## src/design/assert_macros.svh

```systemverilog
// assertion macros shared by the insertion sorter rtl
`ifndef ASSERT_MACROS_SVH
`define ASSERT_MACROS_SVH

// checked on every clock edge outside reset
`define ISORT_ASSERT(label, prop, msg) \
  label: assert property (@(posedge clk_i) disable iff (!rst_ni) (prop)) else $error(msg);

// checked on every clock edge, reset included
`define ISORT_ASSERT_ALWAYS(label, prop, msg) \
  label: assert property (@(posedge clk_i) (prop)) else $error(msg);

`endif

```

## src/design/isort_pkg.sv

```systemverilog
// shared constants and types of the insertion sorter
`timescale 1ns / 1ps
`default_nettype none

package isort_pkg;

  localparam int unsigned CAPACITY = 64;
  localparam int unsigned VALUE_W  = 31;

  typedef logic [VALUE_W-1:0] value_t;

  typedef enum logic [2:0] {
    S_LOAD,
    S_KEY,
    S_KEYW,
    S_CMP,
    S_PUT,
    S_EMIT_RD,
    S_EMIT_LD
  } state_e;

endpackage

`default_nettype wire

```

## src/design/isort_if.sv

```systemverilog
// valid/ready channel interfaces for list input and sorted output
`timescale 1ns / 1ps
`default_nettype none

interface isort_in_if;
  logic                  valid;
  logic                  ready;
  isort_pkg::value_t     element_value;
  logic                  is_final;

  modport source (output valid, output element_value, output is_final, input ready);
  modport sink   (input valid, input element_value, input is_final, output ready);
endinterface

interface isort_out_if;
  logic                  valid;
  logic                  ready;
  isort_pkg::value_t     sorted_value;
  logic                  is_last_out;
  logic                  overflowed;

  modport source (output valid, output sorted_value, output is_last_out,
                  output overflowed, input ready);
  modport sink   (input valid, input sorted_value, input is_last_out,
                  input overflowed, output ready);
endinterface

`default_nettype wire

```

## src/design/isort_ram.sv

```systemverilog
// generic single write port, single read port ram with registered read
`timescale 1ns / 1ps
`default_nettype none

module isort_ram #(
  parameter int unsigned WIDTH = 8,
  parameter int unsigned DEPTH = 16
) (
  input  wire logic                     clk_i,
  input  wire logic                     we_i,
  input  wire logic [$clog2(DEPTH)-1:0] waddr_i,
  input  wire logic [WIDTH-1:0]         wdata_i,
  input  wire logic [$clog2(DEPTH)-1:0] raddr_i,
  output logic      [WIDTH-1:0]         rdata_o
);

  logic [WIDTH-1:0] mem_q [DEPTH];

  always_ff @(posedge clk_i) begin
    if (we_i) begin
      mem_q[waddr_i] <= wdata_i;
    end
    rdata_o <= mem_q[raddr_i];
  end

endmodule

`default_nettype wire

```

## src/design/insertion_sorter_top.sv

```systemverilog
// sorting reads each element as the key, then compares it with and shifts the entries before it
// (one ram read or compare-and-shift per cycle on the single element ram)
// emission reads each result from the ram, then loads it into the output register once that is free
// one list is handled at a time; input is taken again once the last result is registered
// rst_ni clears count, overflow flag, fsm and output valid; sort order resets to ascending
// ram contents are not cleared; every entry whose read data is used was written by the current list
`timescale 1ns / 1ps
`default_nettype none
`include "assert_macros.svh"

module insertion_sorter_top #(
  parameter int unsigned CAPACITY = isort_pkg::CAPACITY
) (
  input  wire logic   clk_i,
  input  wire logic   rst_ni,
  isort_in_if.sink    in_i,
  isort_out_if.source out_o,
  input  wire logic   cfg_we_i,
  input  wire logic   cfg_wdata_i
);

  localparam int unsigned AW = $clog2(CAPACITY);
  localparam int unsigned CW = $clog2(CAPACITY + 1);

  isort_pkg::state_e state_q, state_d;

  logic [CW-1:0]     cnt_q, cnt_d;
  logic              ovf_q, ovf_d;
  logic [CW-1:0]     idx_q, idx_d;
  logic [AW-1:0]     pos_q, pos_d;
  logic [CW-1:0]     k_q, k_d;
  isort_pkg::value_t key_q, key_d;
  logic              asc_q;

  logic              out_valid_q;
  isort_pkg::value_t out_value_q;
  logic              out_last_q;
  logic              out_ovf_q;

  logic              ram_we;
  logic [AW-1:0]     ram_waddr;
  isort_pkg::value_t ram_wdata;
  logic [AW-1:0]     ram_raddr;
  isort_pkg::value_t ram_rdata;

  logic in_ready;
  logic in_fire;
  logic full;
  logic out_free;
  logic out_load;
  logic move;
  logic key_last;
  logic emit_last;

  logic cmp_st;
  logic emit_st;
  logic run_done;
  logic idle_clear;
  logic reset_idle;

  assign in_fire   = in_i.valid && in_ready;
  assign full      = (cnt_q == CW'(CAPACITY));
  assign out_free  = !out_valid_q || out_o.ready;
  // previous entry must shift right past the key; equal keys stay put
  assign move      = asc_q ? (ram_rdata > key_q) : (ram_rdata < key_q);
  assign key_last  = ((idx_q + CW'(1)) == cnt_q);
  assign emit_last = ((k_q + CW'(1)) == cnt_q);

  isort_ram #(
    .WIDTH (isort_pkg::VALUE_W),
    .DEPTH (CAPACITY)
  ) u_ram (
    .clk_i   (clk_i),
    .we_i    (ram_we),
    .waddr_i (ram_waddr),
    .wdata_i (ram_wdata),
    .raddr_i (ram_raddr),
    .rdata_o (ram_rdata)
  );

  // next state
  always_comb begin
    state_d = state_q;
    unique case (state_q)
      isort_pkg::S_LOAD: begin
        if (in_fire && in_i.is_final) begin
          // a single element list needs no sort
          state_d = (cnt_q == '0) ? isort_pkg::S_EMIT_RD : isort_pkg::S_KEY;
        end
      end
      isort_pkg::S_KEY:  state_d = isort_pkg::S_KEYW;
      isort_pkg::S_KEYW: state_d = isort_pkg::S_CMP;
      isort_pkg::S_CMP: begin
        if (move) begin
          state_d = (pos_q == AW'(1)) ? isort_pkg::S_PUT : isort_pkg::S_CMP;
        end else begin
          state_d = key_last ? isort_pkg::S_EMIT_RD : isort_pkg::S_KEY;
        end
      end
      isort_pkg::S_PUT: begin
        state_d = key_last ? isort_pkg::S_EMIT_RD : isort_pkg::S_KEY;
      end
      isort_pkg::S_EMIT_RD: state_d = isort_pkg::S_EMIT_LD;
      isort_pkg::S_EMIT_LD: begin
        if (out_free) begin
          state_d = emit_last ? isort_pkg::S_LOAD : isort_pkg::S_EMIT_RD;
        end
      end
      default: state_d = isort_pkg::S_LOAD;
    endcase
  end

  // ram control and handshake outputs
  always_comb begin
    ram_we    = 1'b0;
    ram_waddr = '0;
    ram_wdata = key_q;
    ram_raddr = k_q[AW-1:0];
    in_ready  = 1'b0;
    out_load  = 1'b0;
    unique case (state_q)
      isort_pkg::S_LOAD: begin
        in_ready  = 1'b1;
        ram_we    = in_fire && !full;
        ram_waddr = cnt_q[AW-1:0];
        ram_wdata = in_i.element_value;
      end
      isort_pkg::S_KEY: begin
        ram_raddr = idx_q[AW-1:0];
      end
      isort_pkg::S_KEYW: begin
        ram_raddr = idx_q[AW-1:0] - AW'(1);
      end
      isort_pkg::S_CMP: begin
        ram_we    = 1'b1;
        ram_waddr = pos_q;
        if (move) begin
          ram_wdata = ram_rdata;
          ram_raddr = pos_q - AW'(2);
        end
      end
      isort_pkg::S_PUT: begin
        ram_we = 1'b1;
      end
      isort_pkg::S_EMIT_RD: begin
        ram_raddr = k_q[AW-1:0];
      end
      isort_pkg::S_EMIT_LD: begin
        // hold the address so read data stays put while the output stalls
        ram_raddr = k_q[AW-1:0];
        out_load  = out_free;
      end
      default: begin
        ram_we = 1'b0;
      end
    endcase
  end

  // datapath next values
  always_comb begin
    cnt_d = cnt_q;
    ovf_d = ovf_q;
    idx_d = idx_q;
    pos_d = pos_q;
    k_d   = k_q;
    key_d = key_q;
    case (state_q)
      isort_pkg::S_LOAD: begin
        if (in_fire) begin
          if (full) begin
            ovf_d = 1'b1;
          end else begin
            cnt_d = cnt_q + CW'(1);
          end
          if (in_i.is_final) begin
            idx_d = CW'(1);
            k_d   = '0;
          end
        end
      end
      isort_pkg::S_KEYW: begin
        key_d = ram_rdata;
        pos_d = idx_q[AW-1:0];
      end
      isort_pkg::S_CMP: begin
        if (move) begin
          pos_d = pos_q - AW'(1);
        end else begin
          idx_d = idx_q + CW'(1);
        end
      end
      isort_pkg::S_PUT: begin
        idx_d = idx_q + CW'(1);
      end
      isort_pkg::S_EMIT_LD: begin
        if (out_free) begin
          k_d = k_q + CW'(1);
          if (emit_last) begin
            cnt_d = '0;
            ovf_d = 1'b0;
          end
        end
      end
      default: begin
        cnt_d = cnt_q;
      end
    endcase
  end

  always_ff @(posedge clk_i or negedge rst_ni) begin
    if (!rst_ni) begin
      state_q     <= isort_pkg::S_LOAD;
      cnt_q       <= '0;
      ovf_q       <= 1'b0;
      idx_q       <= '0;
      pos_q       <= '0;
      k_q         <= '0;
      asc_q       <= 1'b1;
      out_valid_q <= 1'b0;
    end else begin
      state_q <= state_d;
      cnt_q   <= cnt_d;
      ovf_q   <= ovf_d;
      idx_q   <= idx_d;
      pos_q   <= pos_d;
      k_q     <= k_d;
      if (cfg_we_i) begin
        asc_q <= cfg_wdata_i;
      end
      if (out_load) begin
        out_valid_q <= 1'b1;
      end else if (out_o.ready) begin
        out_valid_q <= 1'b0;
      end
    end
  end

  always_ff @(posedge clk_i) begin
    key_q <= key_d;
    if (out_load) begin
      out_value_q <= ram_rdata;
      out_last_q  <= emit_last;
      out_ovf_q   <= ovf_q;
    end
  end

  assign in_i.ready         = in_ready;
  assign out_o.valid        = out_valid_q;
  assign out_o.sorted_value = out_value_q;
  assign out_o.is_last_out  = out_last_q;
  assign out_o.overflowed   = out_ovf_q;

  assign cmp_st     = (state_q == isort_pkg::S_CMP);
  assign emit_st    = (state_q == isort_pkg::S_EMIT_RD) || (state_q == isort_pkg::S_EMIT_LD);
  assign run_done   = out_load && emit_last;
  assign idle_clear = (cnt_q == '0) && !ovf_q && (state_q == isort_pkg::S_LOAD);
  assign reset_idle = (state_q == isort_pkg::S_LOAD) && !out_valid_q;

  `ISORT_ASSERT(a_cnt_in_range, cnt_q <= CW'(CAPACITY), "element count above capacity")
  `ISORT_ASSERT(a_pos_below_key, cmp_st |-> (CW'(pos_q) <= idx_q), "insert position past key")
  `ISORT_ASSERT(a_no_write_in_emit, emit_st |-> !ram_we, "ram written during emission")
  `ISORT_ASSERT(a_run_done_clears, run_done |=> idle_clear, "list state not cleared after run")
  `ISORT_ASSERT_ALWAYS(a_reset_idle, !rst_ni |=> reset_idle, "not idle after reset edge")

endmodule

`default_nettype wire

```

## src/flat_wrapper.sv

```systemverilog
// flat-port wrapper written by rule: the top's interface ports become plain ports
module insertion_sorter_top_flat 
#(
  parameter int unsigned CAPACITY = isort_pkg::CAPACITY
)
  (clk_i, rst_ni, cfg_we_i, cfg_wdata_i, in_i_valid, in_i_element_value, in_i_is_final, in_i_ready, out_o_valid, out_o_sorted_value, out_o_is_last_out, out_o_overflowed, out_o_ready);
  isort_in_if in_i_i ();
  isort_out_if out_o_i ();
  input  wire logic clk_i;
  input  wire logic rst_ni;
  input  wire logic cfg_we_i;
  input  wire logic cfg_wdata_i;
  input wire logic [$bits(in_i_i.valid)-1:0] in_i_valid;
  input wire logic [$bits(in_i_i.element_value)-1:0] in_i_element_value;
  input wire logic [$bits(in_i_i.is_final)-1:0] in_i_is_final;
  output wire logic [$bits(in_i_i.ready)-1:0] in_i_ready;
  output wire logic [$bits(out_o_i.valid)-1:0] out_o_valid;
  output wire logic [$bits(out_o_i.sorted_value)-1:0] out_o_sorted_value;
  output wire logic [$bits(out_o_i.is_last_out)-1:0] out_o_is_last_out;
  output wire logic [$bits(out_o_i.overflowed)-1:0] out_o_overflowed;
  input wire logic [$bits(out_o_i.ready)-1:0] out_o_ready;
  assign in_i_i.valid = in_i_valid;
  assign in_i_i.element_value = in_i_element_value;
  assign in_i_i.is_final = in_i_is_final;
  assign in_i_ready = in_i_i.ready;
  assign out_o_valid = out_o_i.valid;
  assign out_o_sorted_value = out_o_i.sorted_value;
  assign out_o_is_last_out = out_o_i.is_last_out;
  assign out_o_overflowed = out_o_i.overflowed;
  assign out_o_i.ready = out_o_ready;
  insertion_sorter_top #(.CAPACITY(CAPACITY)) u_core (.clk_i(clk_i), .rst_ni(rst_ni), .in_i(in_i_i), .out_o(out_o_i), .cfg_we_i(cfg_we_i), .cfg_wdata_i(cfg_wdata_i));
endmodule
```

## config.mk

```make
export PLATFORM = sky130hd
export DESIGN_NAME = insertion_sorter_top_flat
export DESIGN_NICKNAME = d
export VERILOG_FILES = /design/src/design/isort_pkg.sv /design/src/design/isort_if.sv /design/src/design/isort_ram.sv /design/src/design/insertion_sorter_top.sv /design/src/flat_wrapper.sv
export VERILOG_INCLUDE_DIRS = /design/src /design/src/design
export SDC_FILE = /design/constraint.sdc
export NUM_CORES = 2
export LEC_CHECK = 0
export BUFFER_PORTS_ARGS = -buffer_cell sky130_fd_sc_hd__buf_2
export CAP_MARGIN = 30
export CORE_ASPECT_RATIO = 0.8
export CORE_UTILIZATION = 34
export CTS_CLUSTER_DIAMETER = 100
export CTS_CLUSTER_SIZE = 14
export DETAILED_ROUTE_END_ITERATION = 12
export HOLD_SLACK_MARGIN = 0.06
export MAX_ROUTING_LAYER = met4
export PLACE_DENSITY = 0.44
export RECOVER_POWER = 100
export SLEW_MARGIN = 10
export SYNTH_ARGS = -nofsm -noshare
export SYNTH_HDL_FRONTEND = slang
export SYNTH_HIERARCHICAL = 1
export SYNTH_SLANG_ARGS = --single-unit
```

## constraint.sdc

```tcl
create_clock -name clk_i -period 12.9 [get_ports clk_i]
set_input_delay 2.58 -clock clk_i [delete_from_list [all_inputs] [get_ports clk_i]]
set_output_delay 2.58 -clock clk_i [all_outputs]
set_load 0.01 [all_outputs]
```

==> flow_metrics.tcl <==
set metrics [dict create \
    finish.net_count 4267 \
    critPathLaunch "u_core/u_ram/rdata_o[25]" \
    fp.coreArea_um2 241000 \
    dr_total_vias 40966 \
    die_x_um 552 \
    synth_adder_area_share_pct 0.609 \
    areaGrowthSynthToFinish_pct 11.6 \
    dieArea_um2 244000 \
    hold_buffers 0 \
    antenna_found_initial 14 \
    n_fill_cell 21812 \
    reg2reg_depth 16 \
    finalHoldViolations 0 \
    hold_start "u_core/ovf_q" \
    gp_congestion 0.788 \
    seq_area_frac_synth_pct 76.5 \
    startpoint_type "flop" \
    path_clk_slew_ns 0.07 \
    synth_edf_count 2048 \
    clock-sinks 2112 \
    relSlewSlack_pct -153 \
    cts_tree "yes" \
    synth_xor_area_share_pct 0.316 \
    drcViolationCount 0 \
    finalClockSkew_ns 0.0396 \
    drive_above_1_share_pct 18.5 \
    setup_viol 0 \
    critPathArrivalTime_ns 9.71 \
    yosysWarnings 6 \
    dp_hpwl_mm 134 \
    slowest_stage "a2bb2oi_1" \
    netlist.area_leader.share_pct 74.8 \
    initial_core_util_pct 34.2 \
    status "complete, but fails checks" \
    drt-pass1-iter-count 5 \
    tightest_slew_ns 3.80 \
    yosys.area.top_type "edfxtp_1" \
    critPathCaptureType "flop" \
    antenna_left 0 \
    overflow 0 \
    syn-cell-area_um2 82200 \
    grt_max_degree 109 \
    slowest_delay_ns 1.85 \
    violations "capacitance limit, slew limit" \
    cts_max_level 4 \
    dieHeight_um 442 \
    clk_latency_ns 0.84 \
    ys_types 65 \
    synth-seq-cells 2112 \
    totalWireLength_mm 240 \
    path_depth 16 \
    cp.buffers_inverters 4 \
    cts-resized-gates 0 \
    critPathRequiredTime_ns 13.48 \
    post_drt_wl_per_cell_um 32.2 \
    grt_pass1_vias 40605 \
    fin_setup_tns_ns 0 \
    clockBufferDepth 4 \
    rr_startpoint "u_core/u_ram/rdata_o[25]" \
    critical_path.top_delay_family "compound AO/OA/AOI/OAI gates" \
    critPathMaxFanout 108 \
    vias_per_cell 5.49 \
    grtUsageTotal_pct 20.2 \
    drv_cap 103 \
    path_cells "ha_1 -> nand4_1 -> nor4_1 -> clkbuf_1 -> nand3_1 -> o211a_2 -> a211oi_1 -> clkbuf_1 -> o21ai_0 -> a2bb2oi_1 -> buf_12 -> buf_4 -> mux4_2 -> mux4_2 -> o22ai_1 -> nor3_1" \
    min_path_cells 0 \
    drv_slew 3929 \
    hold_class "reg2reg" \
    first_iter_violations 4294 \
    io_pins 73 \
    async_flop_share_pct 1.56 \
    synth_area_leaders "edfxtp_1 (75%), mux4_2 (11%), mux2i_1 (3.6%), dfrtp_1 (0.97%), a22oi_1 (0.95%)" \
    port_buffers 72 \
    synth-simple-area-share_pct 2.03 \
    period_needed_ns 9.13 \
    critPathKind "reg2reg" \
    cts_buffers 176 \
    num_rows 161 \
    synth_compound_area_share_pct 4.18 \
    postSynthAreaPerCell_um2 20.6 \
    synth_top_family_by_area "multiplexers" \
    rsz0062_at_grt "no" \
    final.period_utilization_pct 70.8 \
    synth_cells 3999 \
    syn_nets 4077 \
    cts_root_buffer "clkbuf_16" \
    max_freq_ghz 0.110 \
    cts_setup_buffers 0 \
    synth_mux_area_share_pct 14.7 \
    ys.flop_type "edfxtp_1" \
    grt_pass1_wl_mm 335 \
]
## routing by layer
| layer | wire (µm) | vias up | global-route usage [%] | part of all wire, % |
|---|---|---|---|---|
| met5 | 0 | - | - | 0 |
| met4 | 4710 | 0 | 3.95 | 2.0 |
| met3 | 13000 | 252 | 2.41 | 5.4 |
| met2 | 107000 | 1224 | 29.4 | 45 |
| met1 | 115000 | 22522 | 30.5 | 48 |
| li1 | - | 16968 | - | - |
## area by class of cell
type	instances	area (µm²)	area share, %
clock inverter	4	45.0	0.0491
timing repair buffer	240	1250	1.36
inverter	50	188	0.204
clock buffer	257	4810	5.24
tap	3178	3980	4.33
sequential	2112	62900	68.6
multi-input combinational	1609	18600	20.2
antenna	9	22.5	0.0245
## metrics by stage
stage / cells / setup WS [ns] / hold WS, ns / cell area, µm² / util, %
after CTS: 7449 / 5.76 / 0.473 / 92400 / 38.4
after floorplan: 3999 / 7.12 / 0.426 / 82200 / -
after global placement: 7168 / 5.45 / 0.440 / 87300 / 36.3
final: 7459 / 3.77 / 0.467 / 91800 / 38.2
after detailed placement: 7188 / 5.80 / 0.447 / 87500 / 36.4
after global routing: 7454 / 3.50 / 0.485 / 91800 / 38.2
## cell usage in the layout (no fill, tap or decap), types with 40 or more instances in the layout
cell type     n
nand2_1      46
inv_1        49
ha_1         40
mux2i_1     296
nor2_4       59
o22ai_1      88
a31oi_1      58
o21ai_0      75
clkbuf_16   181
clkbuf_1    222
buf_2        41
mux4_2      403
nor2_1       50
a22oi_1     104
buf_4        46
edfxtp_1   2048
## Yosys cell counts (40+ instances only)
library cell	instances
o21ai_0	77
inv_1	50
a22oi_1	104
buf_2	81
a31oi_1	58
clkbuf_1	101
edfxtp_1	2048
o22ai_1	88
mux4_2	403
nand2_1	46
mux2i_1	296
ha_1	40
nor2_1	108
## worst paths after layout
kind,end,slack (ns)
max,u_core/u_ram/rdata_o[13],3.77
min,u_core/out_o.overflowed,0.47
max reg2reg,u_core/u_ram/rdata_o[13],3.77
min reg2reg,u_core/out_o.overflowed,0.47
max in group asynchronous,u_core/cnt_q[2],9.37
min in group asynchronous,u_core/ovf_q,2.35
## state kept, by name (all words and copies together) (netlist names)
| register | flops |
|---|---|
| u_core/key_q | 31 |
| u_core/ovf_q | 1 |
| u_core/out_o.is_last_out | 1 |
| u_core/cnt_q | 7 |
| u_core/out_o.valid | 1 |
| u_core/pos_q | 6 |
| u_core/state_q | 3 |
| u_core/k_q | 7 |
| u_core/u_ram/rdata_o | 31 |
| u_core/out_o.overflowed | 1 |
| u_core/out_o.sorted_value | 31 |
| u_core/u_ram/mem_q | 1984 |
| u_core/idx_q | 7 |
| u_core/asc_q | 1 |
## cells by family (layout without fill, tap and decap cells)
group | Yosys count | count (layout)
simple gates | 331 | 331
buf+inv | 278 | 551
xor+xnor | 28 | 28
compound gates | 503 | 503
fa+ha+maj | 40 | 40
other cells | 0 | 9
mux | 707 | 707
flops | 2112 | 2112
Power is left out: the tool's default activity adds up to more than one toggle a clock period on the data nets, which glitch-free logic cannot reach.
